**src/sv/pst_pkg.sv**
```systemverilog
// Shared types and constants for the PMT section parser.
`default_nettype none
package pst_pkg;

   // Status codes carried in the section summary.
   localparam logic [2:0] ST_OK      = 3'd0;
   localparam logic [2:0] ST_TRUNC   = 3'd1;
   localparam logic [2:0] ST_BADHDR  = 3'd2;
   localparam logic [2:0] ST_MULTI   = 3'd3;
   localparam logic [2:0] ST_OVERRUN = 3'd4;
   localparam logic [2:0] ST_TOOMANY = 3'd5;

   localparam logic [7:0] PMT_TABLE_ID = 8'h02;
   localparam logic [9:0] MIN_LENGTH   = 10'd13;
   localparam logic [9:0] MAX_LENGTH   = 10'd1021;

   // Result kind.
   localparam logic KIND_ENTRY   = 1'b0;
   localparam logic KIND_SUMMARY = 1'b1;

   typedef struct packed {
      logic [7:0] section_byte;
      logic       buffer_end;
   } req_type;

   typedef struct packed {
      logic        kind;
      logic [12:0] stream_pid;
      logic [7:0]  stream_kind;
      logic [5:0]  entry_index;
      logic [15:0] program_id;
      logic [4:0]  table_version;
      logic        current_next;
      logic [12:0] clock_ref_pid;
      logic [6:0]  entry_total;
      logic [2:0]  status;
      logic        last;
   } rsp_type;

   // One queue record: what a single input byte produced.
   typedef struct packed {
      logic        has_entry;
      logic        has_summary;
      logic [12:0] stream_pid;
      logic [7:0]  stream_kind;
      logic [5:0]  entry_index;
      logic [15:0] program_id;
      logic [4:0]  table_version;
      logic        current_next;
      logic [12:0] clock_ref_pid;
      logic [6:0]  entry_total;
      logic [2:0]  status;
   } rec_type;

endpackage
`default_nettype wire

```
**src/sv/pmt_section_parser.sv**
```systemverilog
// PMT section parser: one section byte per transaction in, entries and summary out.
// Throughput: one byte per cycle while the record queue has room; results leave at
// one per cycle while rsp_stall is low; a byte giving both an entry and the summary
// leaves as two transactions from the output register. The accepting edge writes
// the record queue, and rsp_valid rises when the output register loads the record.
// The input stalls only when the record queue between parser and output is full.
// Reset (synchronous): parser back to the header phase, queue and output emptied.
`default_nettype none
module pmt_section_parser
   import pst_pkg::*;
#(
   parameter int MAX_ENTRIES = 32,
   parameter int QUEUE_DEPTH = 4
) (
   input  wire logic    clock,
   input  wire logic    reset,
   input  wire logic    req_valid,
   output logic         req_stall,
   input  wire req_type req_data,
   output logic         rsp_valid,
   input  wire logic    rsp_stall,
   output rsp_type      rsp_data
);

   logic    rec_push;
   rec_type rec_data;
   rec_type head_data;
   logic    q_empty;
   logic    q_full;
   logic    q_pop;

   pst_front #(
      .MAX_ENTRIES(MAX_ENTRIES)
   ) u_front (
      .clock     (clock),
      .reset     (reset),
      .req_valid (req_valid),
      .req_stall (req_stall),
      .req_data  (req_data),
      .queue_full(q_full),
      .rec_push  (rec_push),
      .rec_data  (rec_data)
   );

   pst_queue #(
      .DEPTH(QUEUE_DEPTH)
   ) u_queue (
      .clock    (clock),
      .reset    (reset),
      .push     (rec_push),
      .push_data(rec_data),
      .pop      (q_pop),
      .head_data(head_data),
      .empty    (q_empty),
      .full     (q_full)
   );

   pst_emit u_emit (
      .clock    (clock),
      .reset    (reset),
      .head_data(head_data),
      .empty    (q_empty),
      .pop      (q_pop),
      .rsp_valid(rsp_valid),
      .rsp_stall(rsp_stall),
      .rsp_data (rsp_data)
   );

endmodule
`default_nettype wire

```
**src/sv/pst_front.sv**
```systemverilog
// Byte-level section parser: header checks, descriptor skipping, entry extraction.
`default_nettype none
module pst_front
   import pst_pkg::*;
#(
   parameter int MAX_ENTRIES = 32
) (
   input  wire logic    clock,
   input  wire logic    reset,
   input  wire logic    req_valid,
   output logic         req_stall,
   input  wire req_type req_data,
   input  wire logic    queue_full,
   output logic         rec_push,
   output rec_type      rec_data
);

   typedef enum logic [2:0] {
      PH_HEADER,
      PH_PROG_SKIP,
      PH_ES_HEAD,
      PH_ES_SKIP,
      PH_DONE
   } phase_type;

   phase_type   phase_ff, phase_in;
   logic [10:0] pos_ff, pos_in;
   logic [9:0]  dlen_ff, dlen_in;
   logic [11:0] skip_ff, skip_in;
   logic [15:0] prog_ff, prog_in;
   logic [4:0]  ver_ff, ver_in;
   logic        cur_ff, cur_in;
   logic [12:0] pcr_ff, pcr_in;
   logic [31:0] ebytes_ff, ebytes_in;
   logic [2:0]  ecount_ff, ecount_in;
   logic [6:0]  seen_ff, seen_in;
   logic [2:0]  err_ff, err_in;

   logic        accept;
   logic [7:0]  b;
   logic [11:0] nxt;
   logic [9:0]  crc_at;
   logic [11:0] crc_at_w;
   logic        do_latch;
   logic [2:0]  latch_code;
   logic        do_begin;
   logic [11:0] begin_at;
   logic        emit_entry;
   logic [11:0] len;
   logic [11:0] pil;
   logic [11:0] esl;
   logic [11:0] skip_dec;
   logic [2:0]  st;

   assign accept    = req_valid && !queue_full;
   assign req_stall = queue_full;
   assign b         = req_data.section_byte;
   assign nxt       = {1'b0, pos_ff} + 12'd1;
   assign crc_at    = dlen_ff - 10'd1;
   assign crc_at_w  = {2'b00, crc_at};
   assign len       = {ebytes_ff[3:0], b};
   assign pil       = {ebytes_ff[3:0], b};
   assign esl       = {ebytes_ff[3:0], b};
   assign skip_dec  = (skip_ff == 12'd0) ? 12'd0 : skip_ff - 12'd1;

   always_comb begin
      phase_in   = phase_ff;
      dlen_in    = dlen_ff;
      skip_in    = skip_ff;
      prog_in    = prog_ff;
      ver_in     = ver_ff;
      cur_in     = cur_ff;
      pcr_in     = pcr_ff;
      ebytes_in  = ebytes_ff;
      ecount_in  = ecount_ff;
      seen_in    = seen_ff;
      err_in     = err_ff;
      do_latch   = 1'b0;
      latch_code = ST_OK;
      do_begin   = 1'b0;
      begin_at   = 12'd0;
      emit_entry = 1'b0;

      case (phase_ff)
         PH_HEADER: begin
            if (pos_ff == 11'd0 || pos_ff == 11'd1 || pos_ff == 11'd10) begin
               ebytes_in = {ebytes_ff[23:0], b};
            end else if (pos_ff == 11'd2) begin
               // ebytes holds table id and the flags byte
               if (ebytes_ff[15:8] != PMT_TABLE_ID || !ebytes_ff[7]
                   || len[9:0] < MIN_LENGTH || len > {2'b00, MAX_LENGTH}) begin
                  do_latch   = 1'b1;
                  latch_code = ST_BADHDR;
               end else begin
                  dlen_in = len[9:0];
               end
            end else if (pos_ff == 11'd3) begin
               prog_in = {b, 8'h00};
            end else if (pos_ff == 11'd4) begin
               prog_in = {prog_ff[15:8], b};
            end else if (pos_ff == 11'd5) begin
               ver_in = b[5:1];
               cur_in = b[0];
            end else if (pos_ff == 11'd6 || pos_ff == 11'd7) begin
               if (b != 8'd0) begin
                  do_latch   = 1'b1;
                  latch_code = ST_MULTI;
               end
            end else if (pos_ff == 11'd8) begin
               pcr_in = {b[4:0], 8'h00};
            end else if (pos_ff == 11'd9) begin
               pcr_in = {pcr_ff[12:8], b};
            end else if (pos_ff == 11'd11) begin
               if ({1'b0, pil} + 13'd12 > {1'b0, crc_at_w}) begin
                  do_latch   = 1'b1;
                  latch_code = ST_OVERRUN;
               end else if (pil == 12'd0) begin
                  do_begin = 1'b1;
                  begin_at = 12'd12;
               end else begin
                  skip_in  = pil;
                  phase_in = PH_PROG_SKIP;
               end
            end
         end
         PH_PROG_SKIP, PH_ES_SKIP: begin
            skip_in = skip_dec;
            if (skip_dec == 12'd0) begin
               do_begin = 1'b1;
               begin_at = nxt;
            end
         end
         PH_ES_HEAD: begin
            if (ecount_ff < 3'd4) begin
               ebytes_in = {ebytes_ff[23:0], b};
               ecount_in = ecount_ff + 3'd1;
            end else if ({1'b0, nxt} + {1'b0, esl} > {1'b0, crc_at_w}) begin
               do_latch   = 1'b1;
               latch_code = ST_OVERRUN;
            end else if (seen_ff >= 7'(MAX_ENTRIES)) begin
               do_latch   = 1'b1;
               latch_code = ST_TOOMANY;
            end else begin
               emit_entry = 1'b1;
               seen_in    = seen_ff + 7'd1;
               if (esl == 12'd0) begin
                  do_begin = 1'b1;
                  begin_at = nxt;
               end else begin
                  skip_in  = esl;
                  phase_in = PH_ES_SKIP;
               end
            end
         end
         default: begin
         end
      endcase

      // entry loop start: the CRC begins at length - 1
      if (do_begin) begin
         if (begin_at >= crc_at_w) begin
            phase_in = PH_DONE;
         end else if (crc_at_w - begin_at < 12'd5) begin
            do_latch   = 1'b1;
            latch_code = ST_OVERRUN;
         end else begin
            phase_in  = PH_ES_HEAD;
            ecount_in = 3'd0;
            ebytes_in = 32'd0;
         end
      end

      if (do_latch) begin
         if (err_ff == ST_OK) begin
            err_in = latch_code;
         end
         phase_in = PH_DONE;
      end

      pos_in = (&pos_ff) ? pos_ff : pos_ff + 11'd1;

      st = err_in;
      if (st != ST_BADHDR && (pos_ff < 11'd2 || nxt < {2'b00, dlen_in} + 12'd3)) begin
         st = ST_TRUNC;
      end
   end

   always_comb begin
      rec_push              = accept && (emit_entry || req_data.buffer_end);
      rec_data.has_entry    = emit_entry;
      rec_data.has_summary  = req_data.buffer_end;
      rec_data.stream_pid   = {ebytes_ff[20:16], ebytes_ff[15:8]};
      rec_data.stream_kind  = ebytes_ff[31:24];
      rec_data.entry_index  = seen_ff[5:0];
      rec_data.program_id   = prog_in;
      rec_data.table_version = ver_in;
      rec_data.current_next = cur_in;
      rec_data.clock_ref_pid = pcr_in;
      rec_data.entry_total  = seen_in;
      rec_data.status       = st;
   end

   always_ff @(posedge clock) begin
      if (reset || (accept && req_data.buffer_end)) begin
         phase_ff  <= PH_HEADER;
         pos_ff    <= 11'd0;
         dlen_ff   <= 10'd0;
         skip_ff   <= 12'd0;
         prog_ff   <= 16'd0;
         ver_ff    <= 5'd0;
         cur_ff    <= 1'b0;
         pcr_ff    <= 13'd0;
         ebytes_ff <= 32'd0;
         ecount_ff <= 3'd0;
         seen_ff   <= 7'd0;
         err_ff    <= ST_OK;
      end else if (accept) begin
         phase_ff  <= phase_in;
         pos_ff    <= pos_in;
         dlen_ff   <= dlen_in;
         skip_ff   <= skip_in;
         prog_ff   <= prog_in;
         ver_ff    <= ver_in;
         cur_ff    <= cur_in;
         pcr_ff    <= pcr_in;
         ebytes_ff <= ebytes_in;
         ecount_ff <= ecount_in;
         seen_ff   <= seen_in;
         err_ff    <= err_in;
      end
   end

endmodule
`default_nettype wire

```
**src/sv/pst_queue.sv**
```systemverilog
// Small FIFO of parser records between the front and the output stage.
`default_nettype none
module pst_queue
   import pst_pkg::*;
#(
   parameter int DEPTH = 4
) (
   input  wire logic    clock,
   input  wire logic    reset,
   input  wire logic    push,
   input  wire rec_type push_data,
   input  wire logic    pop,
   output rec_type      head_data,
   output logic         empty,
   output logic         full
);

   localparam int PW = (DEPTH > 1) ? $clog2(DEPTH) : 1;
   localparam int CW = $clog2(DEPTH + 1);

   rec_type         mem [DEPTH];
   logic [PW-1:0]   wr_ptr_ff;
   logic [PW-1:0]   rd_ptr_ff;
   logic [CW-1:0]   count_ff;

   assign empty     = (count_ff == CW'(0));
   assign full      = (count_ff == CW'(DEPTH));
   assign head_data = mem[rd_ptr_ff];

   always_ff @(posedge clock) begin
      if (push) begin
         mem[wr_ptr_ff] <= push_data;
      end
   end

   always_ff @(posedge clock) begin
      if (reset) begin
         wr_ptr_ff <= '0;
         rd_ptr_ff <= '0;
         count_ff  <= '0;
      end else begin
         if (push) begin
            wr_ptr_ff <= (wr_ptr_ff == PW'(DEPTH - 1)) ? '0 : wr_ptr_ff + PW'(1);
         end
         if (pop) begin
            rd_ptr_ff <= (rd_ptr_ff == PW'(DEPTH - 1)) ? '0 : rd_ptr_ff + PW'(1);
         end
         if (push && !pop) begin
            count_ff <= count_ff + CW'(1);
         end else if (pop && !push) begin
            count_ff <= count_ff - CW'(1);
         end
      end
   end

endmodule
`default_nettype wire

```
**src/sv/pst_emit.sv**
```systemverilog
// Output stage: expands queue records into entry and summary transactions.
`default_nettype none
module pst_emit
   import pst_pkg::*;
(
   input  wire logic    clock,
   input  wire logic    reset,
   input  wire rec_type head_data,
   input  wire logic    empty,
   output logic         pop,
   output logic         rsp_valid,
   input  wire logic    rsp_stall,
   output rsp_type      rsp_data
);

   logic    rsp_valid_ff;
   rsp_type rsp_data_ff, rsp_data_in;
   logic    entry_sent_ff;
   logic    load;
   logic    send_entry;

   assign load       = !rsp_valid_ff || !rsp_stall;
   assign send_entry = head_data.has_entry && !entry_sent_ff;
   // a record holding entry and summary stays at the head for a second transaction
   assign pop        = load && !empty && !(send_entry && head_data.has_summary);
   assign rsp_valid  = rsp_valid_ff;
   assign rsp_data   = rsp_data_ff;

   always_comb begin
      rsp_data_in = '0;
      if (send_entry) begin
         rsp_data_in.kind        = KIND_ENTRY;
         rsp_data_in.stream_pid  = head_data.stream_pid;
         rsp_data_in.stream_kind = head_data.stream_kind;
         rsp_data_in.entry_index = head_data.entry_index;
      end else begin
         rsp_data_in.kind          = KIND_SUMMARY;
         rsp_data_in.program_id    = head_data.program_id;
         rsp_data_in.table_version = head_data.table_version;
         rsp_data_in.current_next  = head_data.current_next;
         rsp_data_in.clock_ref_pid = head_data.clock_ref_pid;
         rsp_data_in.entry_total   = head_data.entry_total;
         rsp_data_in.status        = head_data.status;
         rsp_data_in.last          = 1'b1;
      end
   end

   always_ff @(posedge clock) begin
      if (reset) begin
         rsp_valid_ff  <= 1'b0;
         entry_sent_ff <= 1'b0;
      end else if (load) begin
         rsp_valid_ff <= !empty;
         if (!empty) begin
            entry_sent_ff <= send_entry && head_data.has_summary;
         end
      end
   end

   always_ff @(posedge clock) begin
      if (load && !empty) begin
         rsp_data_ff <= rsp_data_in;
      end
   end

endmodule
`default_nettype wire

```
**config.mk**
```make
export PLATFORM = sky130hd
export DESIGN_NAME = pmt_section_parser
export DESIGN_NICKNAME = d
export VERILOG_FILES = /design/src/sv/pst_pkg.sv /design/src/sv/pmt_section_parser.sv /design/src/sv/pst_front.sv /design/src/sv/pst_queue.sv /design/src/sv/pst_emit.sv
export SDC_FILE = /design/constraint.sdc
export NUM_CORES = 1
export LEC_CHECK = 0
export ABC_AREA = 1
export BUFFER_PORTS_ARGS = -buffer_cell sky130_fd_sc_hd__buf_2
export CAP_MARGIN = 10
export CORE_UTILIZATION = 49
export DETAILED_ROUTE_END_ITERATION = 8
export GPL_TIMING_DRIVEN = 0
export HOLD_SLACK_MARGIN = 0.02
export PLACE_DENSITY = 0.68
export SLEW_MARGIN = 20
export SYNTH_ARGS = -nofsm -noshare
export SYNTH_HDL_FRONTEND = slang
export SYNTH_SLANG_ARGS = --single-unit
```
**constraint.sdc**
```tcl
create_clock -name clock -period 7.5 [get_ports clock]
set_input_delay 1.5 -clock clock [delete_from_list [all_inputs] [get_ports clock]]
set_output_delay 1.5 -clock clock [all_outputs]
set_load 0.01 [all_outputs]
```
== Word level (Yosys, flattened, before mapping) ==
Memories as Yosys holds them, arrays and structs flattened. A register that Yosys moved wholly into a read port is not among the register bits.
Cells that the tools add are included.
W data, S select, Z words.
Storage, ports and cells
  RAM bits: 296
  input bits: 13
  flip-flop bits (word level): 199
  memories: 1
  output and inout port bits: 76
  logic and storage cells: 300
Cells by class
  reduce and logical (&&, ||, !) cells: 44
  add/subtract/negate cells: 14
  bitwise logic cells: 2
  multiplexer cells: 169
  magnitude comparators: 10
  eq/ne operators: 32
Memories
  u_queue.mem: words 4, width 74, read ports 1, clocked after Yosys merged registers in 1, write ports 1, RTL line pst_queue.sv:21  | rec_type mem [DEPTH];
Operators by type and width (count)
  $mux W12: 30
  $mux W32: 5
  $mux W3: 45
  $mux W13: 8
  $pmux W12 S3: 2
  $mux W16: 4
  $pmux W32 S2: 1
  $mux W1: 47
  $eq A11 B3 Y1 const B: 4
  $eq A11 B4 Y1 const B: 4
  $mux W10: 4
  $logic_not A12 Y1: 3
  $mux W5: 6
  $mux W7: 4
  $gt A13 B10 Y1: 2
  $ne A2 B2 Y1 const B: 12
  $eq A11 B2 Y1 const B: 2
  $mux W8: 2
  $reduce_and A15 Y1: 1
  $add A12 B12 Y13: 1
  $add A12 B4 Y13 const B: 1
  $add A11 B1 Y12 const B: 1
  $ge A12 B10 Y1: 1
  $gt A12 B10 Y1 const B: 1
  other kinds (40): 80

== Logic depth before layout (Yosys ltp) ==
  depth in word-level cells: 23
  gate-level depth with buffers: 47
  depth with buffers taken out: 46

== Cells and area by module ==
From an unflattened synthesis, not the netlist that was laid out.
Unflattened totals
  cells, all modules: 2497
  area total of the unflattened synthesis: 24033.0 µm²
Modules (own cells, without submodules)
  pst_queue: times used 1, area an instance 11415.9 µm², cells each 775
  pst_front: times used 1, area an instance 9532.9 µm², cells each 1480
  pst_emit: times used 1, area an instance 3084.2 µm², cells each 242

== Least setup slack after synthesis ==
Ideal clock, no wire load.
  path type: input -> register
  from: input port req_data[2] in the netlist's numbering
  to: memory u_queue.mem[0][0] in the netlist's numbering, enable pin
  cell stages on the path: 21
  buffers on the path: 1
  setup time: 0.507 ns
  path slack: -0.210 ns
  data arrival time: 7.203 ns
  cells stage by stage: buf_2 > inv_1 > fa_1 > inv_1 > nand3_1 > nand2_2 > xor2_1 > ha_1 > a21oi_1 > o21ai_0 > nor2_1 > nor2_1 > nand3_1 > nand3_2 > nand2_4 > nand2_2 > nor2_2 > nand2_1 > nand2_1 > inv_1 > nor2_1
RTL lines
  start, declared: RTL line pmt_section_parser.sv:19  | input wire req_type req_data,
  end, declared: RTL line pst_queue.sv:21

==> insert_results.sql <==
INSERT INTO impl_metrics (metric_group, metric, value, unit) VALUES
('run_status', 'result_of_the_run', 'complete, but fails checks', ''),
('clocking', 'cts_tree', 'yes', ''),
('drt', 'drc', '10', ''),
('clocking', 'cts_root_buf', 'sky130_fd_sc_hd__clkbuf_16', ''),
('setup_path', 'crit-reg2reg-launch', 'u_front.pos_ff[0]', ''),
('floorplanning', 'floorplan.die.width', '220', 'um'),
('run_status', 'failing_checks', 'DRC', ''),
('cells_and_area', 'ff_latch_area', '13600', 'um2'),
('yosys', 'post_synth_inst_count', '2487', ''),
('yosys', 'synth_cell_types', '60', ''),
('clocking', 'clk-insertion-delay-late', '590', 'ps'),
('floorplanning', 'die_y_extent', '220', 'um'),
('drt', 'drt-initial-drc-count', '1585', ''),
('cells_and_area', 'final_nets', '2726', ''),
('cells_and_area', 'layout.core_utilization', '0.569', ''),
('drt', 'first_pass_iters', '8', ''),
('yosys', 'post_synth_main_area_contributors', 'sky130_fd_sc_hd__edfxtp_1 47%, sky130_fd_sc_hd__dfxtp_1 11%, sky130_fd_sc_hd__o21ai_0 6.8%', ''),
('clocking', 'clock_sink_count', '496', ''),
('run', 'cap_viol_max_count', '0', ''),
('floorplanning', 'die_area', '48500', 'um2'),
('setup_path', 'rrSetupSlack', '560', 'ps'),
('power', 'p_per_area', '352', 'nW/um2'),
('setup_path', 'cpMostUsedCell', 'sky130_fd_sc_hd__nand3_1', ''),
('setup_path', 'capturing_point_of_the_worst_reg2reg_path', 'u_queue.mem[0][0]', ''),
('global_route', 'global_route_wire_length_before_repair', '94400', 'um'),
('global_route', 'track_usage', '0.254', ''),
('timing', 'timing_worst_slew_pin_value', '914', 'ps'),
('power', 'max-vdd-ir-drop', '0.186', 'mV'),
('setup_path', 'number_of_cell_instances_on_the_worst_register_to_register_path', '41', ''),
('yosys', 'synth_area_leader_cell', 'sky130_fd_sc_hd__edfxtp_1', ''),
('place', 'place.port_buffers', '88', ''),
('floorplanning', 'boundaryPins', '89', ''),
('yosys', 'yosys_register_bits', '496', ''),
('yosys', 'synth.top_cell.area_share', '0.475', ''),
('floorplanning', 'rows', '79', ''),
('power', 'leakagePower', '10.7', 'nW'),
('setup_path', 'timing.critical_path.arrival', '7450', 'ps'),
('drt', 'detail-route-antenna-nets', '0', ''),
('worst_hold_path', 'worst_hold_path_type', 'reg -> reg', ''),
('floorplanning', 'initial_utilization', '0.499', ''),
('cells_and_area', 'fin_area', '26600', 'um2'),
('setup_path', 'critical_path.max_stage_delay', '510', 'ps'),
('timing', 'period_minus_slack', '7030', 'ps'),
('cells_and_area', 'layout.filler_cells', '3970', ''),
('global_route', 'largest_net_degree_at_the_start_of_global_routing', '28', ''),
('setup_path', 'critical-path-slowest-cell', 'sky130_fd_sc_hd__fa_1', ''),
('setup_path', 'crit_path_start_kind', 'input pin', ''),
('floorplanning', 'placeableCoreArea', '46800', 'um2'),
('yosys', 'mappedNetlistNets', '2568', ''),
('timing', 'hold_slack', '479', 'ps'),
('global_route', 'antenna_found_initial', '0', ''),
('cells_and_area', 'multi_input_comb_area', '8240', 'um2'),
('setup_path', 'worst-endpoint-required', '7920', 'ps'),
('yosys', 'yosysWarningCount', '0', ''),
('timing', 'setup_viol', '0', ''),
('setup_path', 'cp-endpoint', 'u_queue.mem[0][0]', ''),
('yosys', 'syn-mean-instance-area', '9.38', 'um2'),
('timing', 'hold_viol_final', '0', ''),
('timing', 'final_max_slew_viol_count', '0', ''),
('timing', 'clock-skew-final', '19.2', 'ps'),
('cells_and_area', 'areaGrowthSynthToFinish', '14.0', '%'),
('timing', 'final_critical_path_setup_slack', '472', 'ps'),
('clocking', 'cts.clk_slew.worst_paths', '60', 'ps'),
('yosys', 'mappedNetlistArea', '23300', 'um2'),
('timing', 'final.period_utilization', '0.937', ''),
('clocking', 'tritoncts.num_buffers', '50', ''),
('clocking', 'ctsHtreeMaxLevel', '2', ''),
('place', 'placement.setup.worst_slack', '-386', 'ps'),
('global_route', 'overflow', '0', ''),
('place', 'place_hpwl', '43900', 'um'),
('setup_path', 'critical_path.startpoint', 'req_data[2]', '');
## placed cells by master (no fill, tap or decap), drive strengths merged, types with 4 or more instances in the layout
cell	synthesis	final
nor2	350	350
nand2	361	361
nor4	11	11
xnor2	10	10
buf	19	125
nor3	32	32
edfxtp	369	369
nor3b	4	4
ha	66	66
clkinv	0	15
o22ai	53	53
clkbuf	102	169
a21oi	203	203
o21ai	328	328
a31oi	4	4
nand3	76	76
dfxtp	127	127
a211oi	5	5
nand4	21	21
inv	280	283
xor2	32	32
## layer usage
layer / vias up / track usage / share of wire
met3: 106 / 0.0373 / 0.071
met2: 643 / 0.414 / 0.47
met4: 0 / 0.0864 / 0.030
met1: 8715 / 0.348 / 0.43
li1: 8799 / - / -
met5: - / 0 / 0
## repair_timing
action,in CTS,in global routing
endpoints found under the setup margin,14,50
pin swaps,0,1
buffers inserted,0,1
resized for setup,2,9
endpoints found under the hold margin,0,0
## flip-flops by register name, indices dropped and copies added (netlist names), 5 cells and up, named ones only
| signal | flops |
|---|---|
| u_queue.mem | 296 |
| u_emit.rsp_data | 73 |
| u_front.ebytes_ff | 32 |
| u_front.prog_ff | 16 |
| u_front.pcr_ff | 13 |
| u_front.skip_ff | 12 |
| u_front.pos_ff | 11 |
| u_front.dlen_ff | 10 |
| u_front.seen_ff | 7 |
| u_front.ver_ff | 5 |
## critical path: cells and delay by family
kind | cells | cell delay (ps)
buffers and inverters | 6 | 1200
XOR/XNOR | 1 | 180
AO/OA/AOI/OAI | 5 | 810
adder cells (fa/ha/maj) | 3 | 1110
AND/OR/NAND/NOR | 24 | 2630
## cell usage after synthesis (all sizes together)
cell,number
and2,2
nor3,32
mux2,1
a221oi,1
nand3b,2
buf,19
inv,280
o221ai,2
xnor2,10
a21boi,2
o21bai,1
nor4b,1
fa,2
clkbuf,102
a221o,1
ha,66
nor3b,4
o22ai,53
o21ai,328
a21oi,203
a2111oi,1
a31oi,4
edfxtp,369
nand2,361
a41o,1
xor2,32
o31ai,1
nor2,350
o211ai,3
mux2i,1
dfxtp,127
a211oi,5
o21a,1
or2,3
nand3,76
nor4,11
o2111ai,2
a21o,3
o41ai,1
o211a,2
nand4,21
## logic make-up after synthesis
| group | count (synthesis) | synth area share |
|---|---|---|
| xor gates and xnor gates | 42 | 0.0158 |
| buffers and inverters | 401 | 0.0666 |
| DFF | 496 | 0.584 |
| and+or+nand+nor | 863 | 0.157 |
| adders and majority gates | 68 | 0.0371 |
| muxes | 2 | 0.000912 |
| AOI/OAI and AO/OA | 615 | 0.139 |
## per-stage QoR
| stage | std cells | power [W] |
|---|---|---|
| final | 3290 | 0.00936 |
| after global routing | 3290 | 0.00990 |
| after CTS | 3289 | 0.00936 |
| after detailed placement | 3199 | 0.00697 |
| after global placement | 3182 | 0.00685 |
| after floorplan | 2487 | 0.00583 |
## cell type report
| type | instances | share of cell area |
|---|---|---|
| inverter | 280 | 0.0395 |
| buffer | 121 | 0.0189 |
| clock buffer | 67 | 0.0517 |
| sequential | 496 | 0.512 |
| tap | 607 | 0.0285 |
| timing repair buffer | 106 | 0.0324 |
| clock inverter | 23 | 0.00710 |
| multi-input combinational | 1590 | 0.310 |
## power breakdown
part           switching (W)  internal, W
sequential          0.000179      0.00353
clock                0.00105      0.00136
combinational        0.00223      0.00102
## worst min path at each step
stage                        from            endpoint  slack, ps  cells after the start
2_1_floorplan  u_front.seen_ff[6]  u_front.seen_ff[6]        420                      2
4_1_cts        u_front.seen_ff[6]  u_front.seen_ff[6]        470                      2
5_1_grt        u_front.seen_ff[6]  u_front.seen_ff[6]        490                      2
3_5_place_dp   u_front.seen_ff[6]  u_front.seen_ff[6]        460                      2
3_3_place_gp   u_front.seen_ff[6]  u_front.seen_ff[6]        460                      2
6_report       u_front.seen_ff[6]  u_front.seen_ff[6]        480                      2
Note: power is estimated with default switching activity, not from simulation.
